--- config.mk ---
export PLATFORM = sky130hd
export DESIGN_NAME = ffpa_ram
export DESIGN_NICKNAME = d
export VERILOG_FILES = /design/src/ffpa_ram.sv
export SDC_FILE = /design/constraint.sdc
export NUM_CORES = 1
export LEC_CHECK = 0
export ABC_CLOCK_PERIOD_IN_PS = 2600
export BUFFER_PORTS_ARGS = -buffer_cell sky130_fd_sc_hd__buf_2
export CORE_AREA = 3 3 100 102
export DETAILED_ROUTE_END_ITERATION = 10
export DIE_AREA = 0 0 103 105
export GPL_ROUTABILITY_DRIVEN = 0
export MAX_ROUTING_LAYER = met4
export PLACE_DENSITY = 0.73
export SLEW_MARGIN = 25
export SYNTH_ARGS = -nofsm -noshare
export SYNTH_HDL_FRONTEND = slang
export SYNTH_SLANG_ARGS = --single-unit
--- constraint.sdc ---
create_clock -name clk -period 2.6 [get_ports clk]
set_clock_uncertainty 0.15 [all_clocks]
set_input_delay 0.26 -clock clk [delete_from_list [all_inputs] [get_ports clk]]
set_output_delay 0.26 -clock clk [all_outputs]
set_load 0.005 [all_outputs]
--- src/ffpa_ram.sv ---
`timescale 1ns / 1ps
module ffpa_ram #(
  parameter int WIDTH = 8,
  parameter int DEPTH = 16
) (
  input  logic                     clk,
  input  logic                     we,
  input  logic [$clog2(DEPTH)-1:0] waddr,
  input  logic [WIDTH-1:0]         wdata,
  input  logic [$clog2(DEPTH)-1:0] raddr,
  output logic [WIDTH-1:0]         rdata
);

  logic [WIDTH-1:0] mem [DEPTH];

  always_ff @(posedge clk) begin
    if (we) begin
      mem[waddr] <= wdata;
    end
    rdata <= mem[raddr];
  end

endmodule

# Word level (Yosys, flattened, before mapping)
# Memory sizes are Yosys's and may differ from the RTL's. A register that Yosys moved wholly into a read port is not among the register bits.
# Index checks and enable logic that the tools add are counted.
[totals] inputBits=18 out_inout_bits=8 n_memories=1 regBits=0 ramBits=128 elab_cells=3
[classes] mux=2
[mem_list] memory="mem" depth=16 width=8 read_ports=1 rd_ports_with_merged_regs=1 wr=1 line="14" source="logic [WIDTH-1:0] mem [DEPTH];"
[ops] op="2-to-1 mux 1 bit" n=2

# Depth between registers and ports, before layout
[depth] word_depth=2 depth_mapped=5

# Worst setup path before layout
# Ideal clock, no wire load.
[synth_timing] path_kind="input-to-reg" start="input port waddr[2]" end="memory mem[0][0], enable pin" setup_slack_ns=0.697 arrival_ns=1.370 path_stages=2 path_cell_list="or3b_2 -> nor3_1"
[synth_lines] element="start: declaration" line="8" source="input logic [$clog2(DEPTH)-1:0] waddr,"
[synth_lines] element="end: declaration" line="14"
# Straight into the memory's write port.

==> results.toml <==
[synthesis]
synth_cell_type_count = 19
synthesis.instances = 229
synth_top_area_share_pct = 74.7
netlist_area_mm2 = 0.00515
ys_seq_area_share_pct = 77.8
ys_seq_elements = 136
syn_nets = 247
syn_avg_cell_area_um2 = 22.5
yosysTopAreaCell = "edfxtp_1"
synthTopCellsByArea = "edfxtp_1, mux4_2, mux4_1"
synth_warnings = 0

[detailed_routing]
ant_nets = 0
drt_pass1_iterations = 4
drc = 0
wl_per_cell_um = 23.7
drt-initial-drc-count = 204
via_count = 2495
viasPerCell = 6.00
drt_wl_total_um = 9870

[clock_network]
clkSlewWorstSetupHoldPaths_ns = 0.06
clock_tree.buffer_depth = 2
post_cts_buffers = 0
cts-root-buf = "clkbuf_8"
numCtsBuffers = 17
h-tree-depth = 4
cts_tree = "yes"
clock_latency_ns = 0.52
cts_resized = 0
cts.sinks = 136

[worst_hold_path]
whs_path_depth = 3
hold_path_class = "primary input to flop"
hold_start = "waddr[2]"

[run]
max-cap-violations = 0

[layout]
diodes = 0
nNetsFinal = 310
syn2layout_area_growth_pct = 19.8
layout-drive-gt1-share_pct = 31.1
nFillCells = 581

[setup_path]
timing.rr.start = "mem[3][7]$_DFFE_PP_"
critPathArrivalTime_ns = 1.79
critPathLaunchType = "flop"
cp-startpoint = "mem[3][7]$_DFFE_PP_"
worst_ep_required_time_ns = 2.83
crit_buf_inv = 0
endpoint_kind = "flop"
reg2reg_slack_ns = 1.04
r2r_cells = 3
crit_family = "multiplexers"
cp.depth = 3
worstSetupPathType = "flop to flop"
cpPeakStageDelay_ns = 0.47
cp_max_fo = 1
slowest_stage = "mux4_2"
crit_chain = "mux4_2, a22oi_1, nand2_1"

[timing]
finalCriticalPeriod_ns = 1.56
setup_viol = 0
tns_ns = 0
timing.hold.ws_ns = 0.149
finalMaxSlewViolations = 0
worst_slew_pin_slew_ns = 0.755
max-slew-margin-rel_pct = 49.6
rsz0062_at_grt = "false"
timing.final.hold_violations = 0
fin_crit_sh_pct = 59.9
clock.fmax_mhz = 643

[die]
die_h_um = 105
rows = 35
core_mm2 = 0.00920
die_area_mm2 = 0.0108
io_pins = 26
fp.dieW_um = 103
initial_core_util_pct = 56.0

[power]
power.density_mw_per_mm2 = 819
ir_drop_mv = 0.512
combPwrFrac_pct = 4.6
clock_power_share_pct = 46.6
leakagePower_nw = 2.12
p_sw_share_pct = 20.4
p_int_mw = 4.02
seq_power_share_pct = 48.8
power.switching_mw = 1.03

[placement]
dpl.hpwl_um = 6430
portBuffers = 25

[global_route]
grt_pass1_vias = 2566
antenna_found_initial = 0
track_usage_pct = 21.2
grt_start_max_net_pins = 17
grt_pass1_wl_um = 15200
gr-total-overflow = 0

[outcome]
status = "completed"
-- final timing paths --
path	end
max reg2reg	rdata[7]$_DFF_P_
min	mem[2][4]$_DFFE_PP_
min reg2reg	rdata[0]$_DFF_P_
max	rdata[7]$_DFF_P_
-- tightest hold or removal path, cell delays in order --
cell,delay (ns)
buf_2,0.10
or3b_2,0.15
nor2_1,0.12
-- cell usage after synthesis --
cell type / number
edfxtp_1: 128
mux4_2: 18
a22oi_1: 16
mux4_1: 14
nor2_1: 13
nand2_1: 9
dfxtp_1: 8
nor3_1: 4
buf_2: 3
buf_6: 3
clkdlybuf4s25_2: 3
nand2b_1: 2
nand3b_1: 2
and2_1: 1
and2b_1: 1
buf_4: 1
nand3_1: 1
nor2b_1: 1
or3b_2: 1
-- layout make-up --
type                       count  area (um^2)  area share, %
tap                          111          139           2.25
multi-input combinational     83         1060           17.1
sequential                   136         4000           64.9
clock inverter                14          174           2.82
timing repair buffer          54          375           6.09
clock buffer                  18          418           6.78
-- sequential cells by signal (all words and copies together), names as in the netlist --
register and count:
rdata 8, mem 128
-- layer usage --
metal | vias up | GRT usage, % | wire length, um
met1 | 1270 | 28.6 | 4070
met2 | 110 | 31.6 | 4920
met5 | - | - | 0
li1 | 1106 | - | -
met4 | 0 | 5.83 | 119
met3 | 9 | 6.81 | 761
-- placed cells by master, fill, tap and decap left out, types with 3 or more instances in the layout --
master         instances
clkinv_4               3
nor2_1                13
dlygate4sd3_1          8
mux4_1                14
edfxtp_1             128
buf_4                 20
a22oi_1               16
buf_2                 25
clkbuf_16             16
clkinvlp_4             3
bufinv_16              3
inv_6                  3
nor3_1                 4
nand2_1                9
dfxtp_1                8
mux4_2                18
-- cells by family after synthesis --
kind of cell / share of synthesized area (%)
multiplexers: 15.0
buffers and inverters: 1.68
flip-flops: 77.8
AND/OR/NAND/NOR: 3.18
AO/OA/AOI/OAI: 2.33
-- repair_timing --
| action | CTS | global route |
|---|---|---|
| hold endpoints to repair | 128 | 0 |
| setup endpoints to repair | 0 | 0 |
| hold buffers | 8 | 0 |
-- through the flow --
| stage | cell area, um^2 | instances | worst slack, ns | total power [mW] | utilization [%] |
|---|---|---|---|---|---|
| CTS | 6170 | 416 | 1.04 | 5.09 | 67.1 |
| finish | 6170 | 416 | 1.04 | 5.05 | 67.1 |
| floorplan | 5150 | 229 | 0.697 | 2.63 | - |
| global route | 6170 | 416 | 0.983 | 5.23 | 67.1 |
| global placement | 5500 | 376 | 0.553 | 2.73 | 59.8 |
| detailed placement | 5500 | 376 | 0.550 | 2.74 | 59.8 |
-- power groups by stage --
| stage | Clock, mW | Sequential [mW] | Combinational (mW) |
|---|---|---|---|
| CTS | 2.39 | 2.47 | 0.233 |
| global route | 2.51 | 2.47 | 0.254 |
| finish | 2.36 | 2.47 | 0.230 |
| detailed placement | 0 | 2.51 | 0.224 |
| floorplan | 0 | 2.51 | 0.124 |
| global placement | 0 | 2.51 | 0.217 |
No activity file was read; power rests on OpenSTA's default activity.
